==> config.mk <==
export PLATFORM = sky130hd
export DESIGN_NAME = dfu_block_transfer_fsm_core_flat
export DESIGN_NICKNAME = d
export VERILOG_FILES = /design/src/hdl/dbt_pkg.sv /design/src/hdl/dbt_in_if.sv /design/src/hdl/dbt_out_if.sv /design/src/hdl/dbt_front.sv /design/src/hdl/dbt_queue.sv /design/src/hdl/dbt_back.sv /design/src/hdl/dfu_block_transfer_fsm_core.sv /design/src/flat_wrapper.sv
export SDC_FILE = /design/constraint.sdc
export NUM_CORES = 1
export LEC_CHECK = 0
export BUFFER_PORTS_ARGS = -buffer_cell sky130_fd_sc_hd__buf_2
export CAP_MARGIN = 20
export CORE_UTILIZATION = 50
export CTS_BUF_LIST = sky130_fd_sc_hd__clkbuf_4
export CTS_CLUSTER_SIZE = 25
export DETAILED_ROUTE_END_ITERATION = 8
export GPL_ROUTABILITY_DRIVEN = 0
export PLACE_DENSITY = 0.79
export SYNTH_ARGS = -nofsm -noshare
export SYNTH_HDL_FRONTEND = slang
export SYNTH_SLANG_ARGS = --single-unit
==> constraint.sdc <==
create_clock -name clk -period 3.3 [get_ports clk]
set_input_delay 0.66 -clock clk [delete_from_list [all_inputs] [get_ports clk]]
set_output_delay 0.66 -clock clk [all_outputs]
set_load 0.03 [all_outputs]
==> src/hdl/dbt_pkg.sv <==
// Shared types, codes and constants for the DFU block transfer engine.
package dbt_pkg;

  localparam int EP_SIZE_DEFAULT = 64;
  localparam int QUEUE_DEPTH = 2;

  // Request kinds as they arrive on the input channel
  localparam logic [2:0] KIND_DNLOAD = 3'd0;
  localparam logic [2:0] KIND_UPLOAD = 3'd1;
  localparam logic [2:0] KIND_ABORT  = 3'd2;
  localparam logic [2:0] KIND_DETACH = 3'd3;

  // Data stage actions
  localparam logic [1:0] ACT_NONE   = 2'd0;
  localparam logic [1:0] ACT_RECV   = 2'd1;
  localparam logic [1:0] ACT_SEND   = 2'd2;
  localparam logic [1:0] ACT_COMMON = 2'd3;

  // Reported protocol state codes
  localparam logic [1:0] STATE_CODE_IDLE   = 2'd0;
  localparam logic [1:0] STATE_CODE_DNIDLE = 2'd1;
  localparam logic [1:0] STATE_CODE_UPIDLE = 2'd2;
  localparam logic [1:0] STATE_CODE_ERROR  = 2'd3;

  // Status codes
  localparam logic [1:0] STS_OK      = 2'd0;
  localparam logic [1:0] STS_ADDR    = 2'd1;
  localparam logic [1:0] STS_UNKNOWN = 2'd2;

  typedef enum logic [4:0] {
    CLS_DNLOAD = 5'b00001,
    CLS_UPLOAD = 5'b00010,
    CLS_ABORT  = 5'b00100,
    CLS_DETACH = 5'b01000,
    CLS_OTHER  = 5'b10000
  } req_class_t;

  typedef enum logic [3:0] {
    ST_IDLE   = 4'b0001,
    ST_DNIDLE = 4'b0010,
    ST_UPIDLE = 4'b0100,
    ST_ERROR  = 4'b1000
  } dfu_state_t;

  // Classified request as it waits in the queue
  typedef struct packed {
    req_class_t  cls;
    logic [15:0] block_num;
    logic        len_zero;
    logic        len_over;
    logic        flash_room;
    logic        short_read;
    logic [6:0]  data_len;
  } op_t;

  typedef struct packed {
    logic       accept;
    logic [1:0] action;
    logic [6:0] send_length;
    logic       flash_begin;
    logic       flash_finish;
    logic [1:0] state_now;
    logic [1:0] status_now;
    logic       download_done;
  } rsp_t;

endpackage

==> src/hdl/dbt_in_if.sv <==
// Request channel: valid/ready handshake with the request fields.
interface dbt_in_if;
  logic        valid;
  logic        ready;
  logic [2:0]  kind;
  logic [15:0] block_num;
  logic [15:0] req_length;
  logic        flash_room;
  logic [6:0]  flash_avail;

  modport source (output valid, kind, block_num, req_length, flash_room, flash_avail,
                  input ready);
  modport sink (input valid, kind, block_num, req_length, flash_room, flash_avail,
                output ready);
endinterface

==> src/hdl/dbt_out_if.sv <==
// Result channel: valid/ready handshake with the response fields.
interface dbt_out_if;
  logic       valid;
  logic       ready;
  logic       accept;
  logic [1:0] action;
  logic [6:0] send_length;
  logic       flash_begin;
  logic       flash_finish;
  logic [1:0] state_now;
  logic [1:0] status_now;
  logic       download_done;

  modport source (output valid, accept, action, send_length, flash_begin, flash_finish,
                  state_now, status_now, download_done, input ready);
  modport sink (input valid, accept, action, send_length, flash_begin, flash_finish,
                state_now, status_now, download_done, output ready);
endinterface

==> src/hdl/dbt_front.sv <==
// Request front end: decode the kind and precompute the length checks.
module dbt_front import dbt_pkg::*; #(
  parameter int EP_SIZE = EP_SIZE_DEFAULT
) (
  input  logic [2:0]  kind,
  input  logic [15:0] block_num,
  input  logic [15:0] req_length,
  input  logic        flash_room,
  input  logic [6:0]  flash_avail,
  output op_t         op
);

  localparam logic [15:0] LEN_LIMIT = 16'(EP_SIZE);

  req_class_t cls;
  logic       short_read;

  always_comb begin
    unique case (kind)
      KIND_DNLOAD: cls = CLS_DNLOAD;
      KIND_UPLOAD: cls = CLS_UPLOAD;
      KIND_ABORT:  cls = CLS_ABORT;
      KIND_DETACH: cls = CLS_DETACH;
      default:     cls = CLS_OTHER;
    endcase
  end

  assign short_read = {9'd0, flash_avail} < req_length;

  always_comb begin
    op.cls        = cls;
    op.block_num  = block_num;
    op.len_zero   = (req_length == 16'd0);
    op.len_over   = (req_length > LEN_LIMIT);
    op.flash_room = flash_room;
    op.short_read = short_read;
    // an upload short read sends only what flash has
    op.data_len   = (cls == CLS_UPLOAD && short_read) ? flash_avail : req_length[6:0];
  end

endmodule

==> src/hdl/dbt_queue.sv <==
// Small FIFO between the request front end and the protocol engine.
module dbt_queue import dbt_pkg::*; #(
  parameter int DEPTH = QUEUE_DEPTH
) (
  input  logic clk,
  input  logic rst,
  input  logic push_valid,
  output logic push_ready,
  input  op_t  push_data,
  output logic pop_valid,
  input  logic pop_ready,
  output op_t  pop_data
);

  localparam int PW = (DEPTH > 1) ? $clog2(DEPTH) : 1;
  localparam int CW = $clog2(DEPTH + 1);
  localparam logic [PW-1:0] LAST = PW'(DEPTH - 1);
  localparam logic [CW-1:0] FULL = CW'(DEPTH);

  op_t           mem [DEPTH];
  logic [PW-1:0] wr_ptr;
  logic [PW-1:0] rd_ptr;
  logic [CW-1:0] count;
  logic          push;
  logic          pop;

  assign push_ready = (count != FULL);
  assign pop_valid  = (count != '0);
  assign push       = push_valid && push_ready;
  assign pop        = pop_valid && pop_ready;
  assign pop_data   = mem[rd_ptr];

  always_ff @(posedge clk) begin
    if (push) begin
      mem[wr_ptr] <= push_data;
    end
  end

  always_ff @(posedge clk) begin
    if (rst) begin
      wr_ptr <= '0;
      rd_ptr <= '0;
      count  <= '0;
    end else begin
      if (push) begin
        wr_ptr <= (wr_ptr == LAST) ? '0 : wr_ptr + PW'(1);
      end
      if (pop) begin
        rd_ptr <= (rd_ptr == LAST) ? '0 : rd_ptr + PW'(1);
      end
      if (push && !pop) begin
        count <= count + CW'(1);
      end else if (pop && !push) begin
        count <= count - CW'(1);
      end
    end
  end

endmodule

==> src/hdl/dbt_back.sv <==
// Protocol engine: DFU state, block tracking and the registered result.
module dbt_back import dbt_pkg::*; (
  input  logic clk,
  input  logic rst,
  input  logic op_valid,
  output logic op_ready,
  input  op_t  op,
  output logic rsp_valid,
  input  logic rsp_ready,
  output rsp_t rsp_data
);

  dfu_state_t  state, state_next;
  logic [1:0]  status, status_next;
  logic [15:0] exp_blk, exp_blk_next;
  logic        done, done_next;

  logic        fresh;
  logic [15:0] prev_blk;
  logic [15:0] cur_exp;
  rsp_t        res;
  logic        step;

  assign op_ready = !rsp_valid || rsp_ready;
  assign step     = op_valid && op_ready;
  assign fresh    = (state == ST_IDLE);
  assign prev_blk = exp_blk - 16'd1;
  // a fresh session starts at the block number it carries
  assign cur_exp  = fresh ? op.block_num : exp_blk;

  always_comb begin
    state_next        = state;
    status_next       = status;
    exp_blk_next      = exp_blk;
    done_next         = done;
    res.accept        = 1'b1;
    res.action        = ACT_NONE;
    res.send_length   = 7'd0;
    res.flash_begin   = 1'b0;
    res.flash_finish  = 1'b0;

    unique case (op.cls)
      CLS_DNLOAD: begin
        if (fresh) begin
          exp_blk_next    = op.block_num;
          res.flash_begin = 1'b1;
        end
        priority if (!fresh && state != ST_DNIDLE) begin
          res.accept = 1'b0;
        end else if (!fresh && op.block_num == prev_blk) begin
          // retransmission: acknowledge only
        end else if (op.block_num != cur_exp) begin
          state_next  = ST_ERROR;
          status_next = STS_UNKNOWN;
        end else if (op.len_zero) begin
          res.flash_finish = 1'b1;
          state_next       = ST_IDLE;
          done_next        = 1'b1;
        end else begin
          priority if (!op.flash_room) begin
            state_next  = ST_ERROR;
            status_next = STS_ADDR;
            res.accept  = 1'b0;
          end else if (op.len_over) begin
            state_next  = ST_ERROR;
            status_next = STS_UNKNOWN;
            res.accept  = 1'b0;
          end else begin
            res.action      = ACT_RECV;
            res.send_length = op.data_len;
            state_next      = ST_DNIDLE;
          end
          exp_blk_next = cur_exp + 16'd1;
        end
      end
      CLS_UPLOAD: begin
        if (fresh) begin
          exp_blk_next    = op.block_num;
          res.flash_begin = 1'b1;
        end
        priority if (!fresh && state != ST_UPIDLE) begin
          res.accept = 1'b0;
        end else if ((!fresh && op.block_num == prev_blk) || op.block_num != cur_exp) begin
          state_next  = ST_ERROR;
          status_next = STS_UNKNOWN;
        end else begin
          if (op.len_over) begin
            state_next  = ST_ERROR;
            status_next = STS_UNKNOWN;
          end else begin
            res.action      = ACT_SEND;
            res.send_length = op.data_len;
            // a short read closes the upload
            state_next      = op.short_read ? ST_IDLE : ST_UPIDLE;
          end
          exp_blk_next = cur_exp + 16'd1;
        end
      end
      CLS_ABORT: begin
        state_next  = ST_IDLE;
        status_next = STS_OK;
      end
      CLS_DETACH: begin
      end
      default: begin
        res.action = ACT_COMMON;
      end
    endcase

    unique case (state_next)
      ST_IDLE:   res.state_now = STATE_CODE_IDLE;
      ST_DNIDLE: res.state_now = STATE_CODE_DNIDLE;
      ST_UPIDLE: res.state_now = STATE_CODE_UPIDLE;
      default:   res.state_now = STATE_CODE_ERROR;
    endcase
    res.status_now    = status_next;
    res.download_done = done_next;
  end

  always_ff @(posedge clk) begin
    if (rst) begin
      state     <= ST_IDLE;
      status    <= STS_OK;
      exp_blk   <= 16'd0;
      done      <= 1'b0;
      rsp_valid <= 1'b0;
    end else begin
      if (step) begin
        state   <= state_next;
        status  <= status_next;
        exp_blk <= exp_blk_next;
        done    <= done_next;
      end
      if (op_ready) begin
        rsp_valid <= op_valid;
      end
    end
  end

  always_ff @(posedge clk) begin
    if (step) begin
      rsp_data <= res;
    end
  end

endmodule

==> src/hdl/dfu_block_transfer_fsm_core.sv <==
// Top level of the DFU block transfer engine: front end, queue and protocol engine.
//
//   channel  dir  handshake            fields
//   req      in   req.valid/req.ready  kind block_num req_length flash_room flash_avail
//   rsp      out  rsp.valid/rsp.ready  accept action send_length flash_begin flash_finish
//                                      state_now status_now download_done
//
// One request per clock is taken and one result per clock is given when neither side
// stalls; a request is first written into the queue, then the protocol engine registers
// its result, which is held in the result register until rsp.ready takes it.
// The queue holds QUEUE_DEPTH requests; req.ready drops only when it is full, which
// happens when rsp.ready has been low long enough to fill the result register and queue.
// Reset is synchronous: the DFU state returns to idle with status ok, the expected block
// to zero, the download-done flag clears and both the queue and the result register empty.
module dfu_block_transfer_fsm_core import dbt_pkg::*; #(
  parameter int EP_SIZE = EP_SIZE_DEFAULT
) (
  input logic      clk,
  input logic      rst,
  dbt_in_if.sink   req,
  dbt_out_if.source rsp
);

  op_t  front_op;
  op_t  head_op;
  logic head_valid;
  logic head_ready;
  rsp_t rsp_data;
  logic rsp_valid;

  // Classify requests as they arrive
  dbt_front #(
    .EP_SIZE (EP_SIZE)
  ) u_front (
    .kind        (req.kind),
    .block_num   (req.block_num),
    .req_length  (req.req_length),
    .flash_room  (req.flash_room),
    .flash_avail (req.flash_avail),
    .op          (front_op)
  );

  // Decouple intake from the protocol engine
  dbt_queue #(
    .DEPTH (QUEUE_DEPTH)
  ) u_queue (
    .clk        (clk),
    .rst        (rst),
    .push_valid (req.valid),
    .push_ready (req.ready),
    .push_data  (front_op),
    .pop_valid  (head_valid),
    .pop_ready  (head_ready),
    .pop_data   (head_op)
  );

  // Apply each request to the DFU state and hold the result until taken
  dbt_back u_back (
    .clk       (clk),
    .rst       (rst),
    .op_valid  (head_valid),
    .op_ready  (head_ready),
    .op        (head_op),
    .rsp_valid (rsp_valid),
    .rsp_ready (rsp.ready),
    .rsp_data  (rsp_data)
  );

  assign rsp.valid         = rsp_valid;
  assign rsp.accept        = rsp_data.accept;
  assign rsp.action        = rsp_data.action;
  assign rsp.send_length   = rsp_data.send_length;
  assign rsp.flash_begin   = rsp_data.flash_begin;
  assign rsp.flash_finish  = rsp_data.flash_finish;
  assign rsp.state_now     = rsp_data.state_now;
  assign rsp.status_now    = rsp_data.status_now;
  assign rsp.download_done = rsp_data.download_done;

`ifndef NO_ASSERTIONS
  // Error state and a nonzero status always go together
  a_err_status: assert property (@(posedge clk) disable iff (rst)
    rsp_valid |-> ((rsp_data.state_now == STATE_CODE_ERROR) ==
                   (rsp_data.status_now != STS_OK)))
    else $error("error state and status disagree");

  // The closing empty block leaves the engine idle with the download marked done
  a_finish: assert property (@(posedge clk) disable iff (rst)
    rsp_valid && rsp_data.flash_finish |->
      rsp_data.accept && rsp_data.action == ACT_NONE &&
      rsp_data.state_now == STATE_CODE_IDLE && rsp_data.download_done)
    else $error("flash finish with inconsistent result");

  // A data stage never exceeds one endpoint packet, and only data stages carry a length
  a_len: assert property (@(posedge clk) disable iff (rst)
    rsp_valid && rsp_data.send_length != 7'd0 |->
      (rsp_data.action == ACT_RECV || rsp_data.action == ACT_SEND) &&
      {25'd0, rsp_data.send_length} <= 32'(EP_SIZE))
    else $error("data stage length out of range");

  // A request stuck at the queue head is held until the engine takes it
  a_head_hold: assert property (@(posedge clk) disable iff (rst)
    head_valid && !head_ready |=> head_valid && $stable(head_op))
    else $error("queue head changed while stalled");
`endif

endmodule

==> src/flat_wrapper.sv <==
// flat-port wrapper written by rule: the top's interface ports become plain ports
module dfu_block_transfer_fsm_core_flat import dbt_pkg::*;
#(
  parameter int EP_SIZE = EP_SIZE_DEFAULT
)
  (clk, rst, req_valid, req_kind, req_block_num, req_req_length, req_flash_room, req_flash_avail, req_ready, rsp_valid, rsp_accept, rsp_action, rsp_send_length, rsp_flash_begin, rsp_flash_finish, rsp_state_now, rsp_status_now, rsp_download_done, rsp_ready);
  dbt_in_if req_i ();
  dbt_out_if rsp_i ();
  input logic clk;
  input logic rst;
  input wire logic [$bits(req_i.valid)-1:0] req_valid;
  input wire logic [$bits(req_i.kind)-1:0] req_kind;
  input wire logic [$bits(req_i.block_num)-1:0] req_block_num;
  input wire logic [$bits(req_i.req_length)-1:0] req_req_length;
  input wire logic [$bits(req_i.flash_room)-1:0] req_flash_room;
  input wire logic [$bits(req_i.flash_avail)-1:0] req_flash_avail;
  output wire logic [$bits(req_i.ready)-1:0] req_ready;
  output wire logic [$bits(rsp_i.valid)-1:0] rsp_valid;
  output wire logic [$bits(rsp_i.accept)-1:0] rsp_accept;
  output wire logic [$bits(rsp_i.action)-1:0] rsp_action;
  output wire logic [$bits(rsp_i.send_length)-1:0] rsp_send_length;
  output wire logic [$bits(rsp_i.flash_begin)-1:0] rsp_flash_begin;
  output wire logic [$bits(rsp_i.flash_finish)-1:0] rsp_flash_finish;
  output wire logic [$bits(rsp_i.state_now)-1:0] rsp_state_now;
  output wire logic [$bits(rsp_i.status_now)-1:0] rsp_status_now;
  output wire logic [$bits(rsp_i.download_done)-1:0] rsp_download_done;
  input wire logic [$bits(rsp_i.ready)-1:0] rsp_ready;
  assign req_i.valid = req_valid;
  assign req_i.kind = req_kind;
  assign req_i.block_num = req_block_num;
  assign req_i.req_length = req_req_length;
  assign req_i.flash_room = req_flash_room;
  assign req_i.flash_avail = req_flash_avail;
  assign req_ready = req_i.ready;
  assign rsp_valid = rsp_i.valid;
  assign rsp_accept = rsp_i.accept;
  assign rsp_action = rsp_i.action;
  assign rsp_send_length = rsp_i.send_length;
  assign rsp_flash_begin = rsp_i.flash_begin;
  assign rsp_flash_finish = rsp_i.flash_finish;
  assign rsp_state_now = rsp_i.state_now;
  assign rsp_status_now = rsp_i.status_now;
  assign rsp_download_done = rsp_i.download_done;
  assign rsp_i.ready = rsp_ready;
  dfu_block_transfer_fsm_core #(.EP_SIZE(EP_SIZE)) u_core (.clk(clk), .rst(rst), .req(req_i), .rsp(rsp_i));
endmodule
Yosys cells after proc, flatten, opt, wreduce, memory -nomap -nowiden
Memory sizes are Yosys's and may differ from the RTL's. A register that Yosys moved wholly into a read port is not among the register bits.
Cells that the tools add are included.

word-level totals
  output and inout port bits = 19
  register bits after elaboration = 45
  memories kept = 1
  word-level logic and storage cells = 127
  memory bits (writable) = 64
  bits of input ports = 47

operators by class
  multiplexer cells = 62
  equal/unequal tests = 17
  add/sub/neg operators = 6
  $lt $le $gt $ge = 2
  reductions and logical operators = 22
  bitwise gates (word level) = 1

memories
  name                words  width  read ports  clocked after Yosys merged registers in  write ports  RTL line         text
  u_core.u_queue.mem  2      32     1           1                                        1            dbt_queue.sv:20  op_t mem [DEPTH];

operators with widths
  operator                                                               count
  16-bit two-way mux                                                     7
  4-bit two-way mux                                                      9
  9-bit two-way mux                                                      4
  16-bit case mux with 2 select lines                                    1
  10-bit two-way mux                                                     3
  2-bit two-way mux                                                      10
  5-bit case mux with 4 select lines                                     1
  2-bit case mux with 3 select lines                                     3
  1-bit two-way mux                                                      17
  16-bit by 1-bit adder with 16-bit output, second input constant        1
  16-bit equality test                                                   1
  16-bit by 7-bit > comparator with 1-bit output, second input constant  1
  16-bit logical NOT                                                     1
  7-bit by 16-bit less-than comparator with 1-bit output                 1
  8-bit two-way mux                                                      2
  16-bit != test                                                         1
  8-bit case mux with 2 select lines                                     1
  16-bit by 1-bit subtractor with 16-bit output, second input constant   1
  4-bit case mux with 3 select lines                                     1
  5-bit by 2-bit equality test with 1-bit output, second input constant  2
  4-bit by 1-bit equality test with 1-bit output, second input constant  2
  1-bit logical AND                                                      8
  7-bit two-way mux                                                      1
  3-bit by 2-bit equality test with 1-bit output, second input constant  2
  other kinds (22)                                                       29

Depth between registers and ports, before layout
  depth in word-level cells = 9
  gate-level depth with buffers = 13
  depth with buffers taken out = 11

Modules after synthesis
A second synthesis with hierarchy kept.

unflattened totals
  cells, all modules = 640
  area total of the unflattened synthesis = 6453.7 µm²

by module, submodules not included
  module     times used  area each (µm²)  sequential area each (µm²)  cells each
  dbt_back   1           3454.6           991.0                       454
  dbt_queue  1           2524.9           2021.9                      124
  dbt_front  1           474.2            0.0                         62

Worst setup path after synthesis
No wires, ideal clock.

  path type = register -> register
  from = reg u_core.u_back.exp_blk[0]
  to = reg, netlist name u_core.u_back.rsp_data[4]
  path buffers = 0
  stages on the path, launching flop included = 12
  slack = 0.556 ns
  clock period less this slack = 2.744 ns
  data arrival time = 2.474 ns
  data required time = 3.030 ns
  library setup time = 0.270 ns
  cells stage by stage = dfxtp_1 inv_1 ha_1 nor4b_4 nand4b_1 a2111oi_2 o2111ai_1 a2111oi_4 a21boi_2 o32ai_4 a211o_1 nand4_1

RTL lines
  what                      RTL line         text
  start: declaration        dbt_back.sv:15   logic [15:0] exp_blk, exp_blk_next;
  start signal: assignment  dbt_back.sv:131  exp_blk <= exp_blk_next;

==> impl_metrics.env <==
export IMPL_period_needed_ps=3190
export IMPL_power_leakage_nw=2.66
export IMPL_crit_top_cell="a2111oi_4"
export IMPL_fin_cells=835
export IMPL_synthArstFlopShare_pct=0
export IMPL_netlist_area_sq_mm=0.00619
export IMPL_cap_violations=0
export IMPL_cp_required_ps=3520
export IMPL_grt_antenna_before_repair=0
export IMPL_cts_buffers=9
export IMPL_dr_pass1_iters=5
export IMPL_die_area_sq_mm=0.0128
export IMPL_dpl_cell_count=807
export IMPL_grt_pass1_vias=4619
export IMPL_net_switching_power_w=0.00246
export IMPL_setup_ws_ps=108
export IMPL_multi_input_area_sq_mm=0.00303
export IMPL_core_area_sq_mm=0.0121
export IMPL_hold_ws_ps=368
export IMPL_via_count=4882
export IMPL_ant_nets=0
export IMPL_clk_pin_slew_worst_paths_ps=180
export IMPL_drv_slew=0
export IMPL_ios=66
export IMPL_worstSkewPairLatency_ps=470
export IMPL_die_h_microns=113
export IMPL_cp_num_buf_inv=1
export IMPL_status="complete, no violations"
export IMPL_grt_pass1_wl_microns=21700
export IMPL_finalHoldViolCount=0
export IMPL_synth_nets=638
export IMPL_grt_overflow=0
export IMPL_synth_warnings=0
export IMPL_vdd_ir_drop_max_mv=0.408
export IMPL_setup_viol=0
export IMPL_drc_errors=0
export IMPL_area_delta_synth_final_pct=14.8
export IMPL_p_int_w=0.00330
export IMPL_holdBufCountCts=0
export IMPL_rows=40
export IMPL_synthFlopType="edfxtp_1"
export IMPL_worst_pin_slew_ps=659
export IMPL_crit_fanout=9
export IMPL_dp_slack_ps=-71.8
export IMPL_chipWidth_microns=113
export IMPL_yosysSeqAreaShare_pct=48.7
export IMPL_path_delay_family="compound AO/OA/AOI/OAI gates"
export IMPL_cpPeakStageDelay_ps=480
export IMPL_maxSlewHeadroom_pct=56.1
export IMPL_r2r_slack_ps=110
export IMPL_num_antenna_cells=0
export IMPL_drtIter0Drc=428
export IMPL_fin_nets=718
export IMPL_end_kind="register"
export IMPL_synth_seq_cells=110
export IMPL_io_buffer_count=65
export IMPL_yosysMostFrequentCell="edfxtp_1"
export IMPL_drt_wl_total_microns=14000
export IMPL_crit_type="reg2reg"
export IMPL_synth_edff_count=81
export IMPL_cts_buffer_depth=2
export IMPL_syn_avg_cell_area_sq_um=10.6
export IMPL_synth_common_cells="edfxtp_1, nor2_1, nand2_1, a21oi_1, dfxtp_1"
export IMPL_p_clk_share_pct=13.6
export IMPL_cts_root_buf="clkbuf_4"
export IMPL_p_comb_share_pct=52.0
export IMPL_synth_area_top_cells="edfxtp_1, dfxtp_1, mux2i_1, xnor2_1, nor2_1"
export IMPL_swShare_pct=42.8
export IMPL_ys_types=70
export IMPL_fin_skew_ps=24.1
export IMPL_drive_above_1_share_pct=25.6
export IMPL_seq_area_sq_mm=0.00302
export IMPL_path_cells="buf_4 -> mux2i_2 -> xnor2_2 -> a2111oi_4 -> o2111ai_2 -> a2111oi_4 -> a21boi_4 -> o32ai_4 -> a211o_1 -> nand4_1"
export IMPL_wl_per_cell_microns=16.8
export IMPL_hpwl_microns=9980
export IMPL_fin_setup_tns_ps=0
export IMPL_synth_top_area_share_pct=39.3
export IMPL_max_freq_mhz=313
export IMPL_nFillCells=989
export IMPL_grt_max_degree=38
export IMPL_clock_sinks=110
export IMPL_cp_slowest_cell="dfxtp_4"
export IMPL_final_util_pct=58.9
export IMPL_syn_inst=582
export IMPL_cts_tree="done"
export IMPL_viasPerCell=5.85
export IMPL_start_kind="register"
export IMPL_track_usage_pct=21.5
export IMPL_htree_levels=3
export IMPL_crit_arrival_ps=3410
export IMPL_power_frac_seq_pct=34.4
export IMPL_powerDensity_mw_per_mm2=811
export IMPL_period_share_pct=96.7
export IMPL_start_util_pct=51.3
export IMPL_hp_class="in2reg"
export IMPL_yosys_area_top_type="edfxtp_1"
cells by family (layout without fill, tap and decap cells):
kind of cell             count (synthesis)  after routing  share of synthesized area (%)
AND/OR/NAND/NOR                        201            201                           17.1
flip-flops                             110            110                           48.7
XOR/XNOR                                46             46                           6.73
multiplexers                            44             44                           7.91
AO/OA/AOI/OAI                          125            125                           13.9
buffers and inverters                   47            132                           3.82
adder cells (fa/ha/maj)                  9              9                           1.82
flip-flops by register name, indices dropped and copies added (netlist names), named ones only:
name / count
u_core.u_queue.mem: 64
u_core.u_back.rsp_data: 17
u_core.u_back.exp_blk: 16
u_core.u_back.state: 4
u_core.u_back.status: 2
u_core.u_queue.count: 2
u_core.u_back.done: 1
u_core.u_back.rsp_valid: 1
u_core.u_queue.rd_ptr: 1
u_core.u_queue.wr_ptr: 1
cell usage in the layout (no fill, tap or decap), types with 13 or more instances in the layout:
cell / synthesis / layout
buf_4: 3 / 35
mux2i_1: 25 / 22
xor2_1: 18 / 18
a211oi_1: 16 / 15
nor2_1: 62 / 61
xnor2_1: 27 / 26
buf_2: 9 / 65
nand3_1: 16 / 16
mux2_2: 13 / 13
edfxtp_1: 81 / 81
nand2_1: 40 / 40
inv_1: 15 / 13
nor3_1: 14 / 13
o21ai_0: 27 / 26
dfxtp_1: 29 / 26
a21oi_1: 31 / 31
metrics by stage:
stage | cell area, sq um | total power, W
after floorplan | 6190 | 0.00411
after global placement | 6740 | 0.00466
after detailed placement | 6740 | 0.00478
after CTS | 6910 | 0.00556
after global routing | 7100 | 0.00609
final | 7100 | 0.00576
worst paths after layout:
check	start	end	depth (start not counted)
setup reg to reg	register	u_core.u_back.rsp_data[4]	10
hold / removal	req_block_num[15]	u_core.u_queue.mem[0][26]	1
hold reg to reg	u_core.u_back.done	u_core.u_back.done	2
setup / recovery	register	u_core.u_back.rsp_data[4]	10
routing by layer:
layer | GRT usage [%] | up-vias | share of wire, %
li1 | - | 2312 | -
met1 | 27.9 | 2338 | 43
met2 | 35.6 | 200 | 49
met3 | 3.54 | 32 | 5.6
met4 | 9.30 | 0 | 2.4
met5 | 0 | - | 0
power groups by stage:
stage | logic [W] | clock network, W | registers [W]
6_report | 0.00300 | 0.000781 | 0.00198
5_1_grt | 0.00324 | 0.000839 | 0.00201
3_3_place_gp | 0.00265 | 0 | 0.00201
4_1_cts | 0.00277 | 0.000794 | 0.00199
3_5_place_dp | 0.00275 | 0 | 0.00202
2_1_floorplan | 0.00201 | 0 | 0.00211
area by class of cell:
class | count | area share [%]
Clock buffer | 9 | 0.951
Clock inverter | 7 | 1.46
Timing Repair Buffer | 101 | 8.56
Tap cell | 168 | 2.96
Inverter | 15 | 0.793
Sequential cell | 110 | 42.6
Multi-Input combinational cell | 425 | 42.7
what timing repair did:
item,in CTS,in global routing
setup endpoints to repair,3,18
buffers inserted,0,12
gates resized for setup,1,22
pin swaps,0,9
No activity file was read; power rests on OpenSTA's default activity.
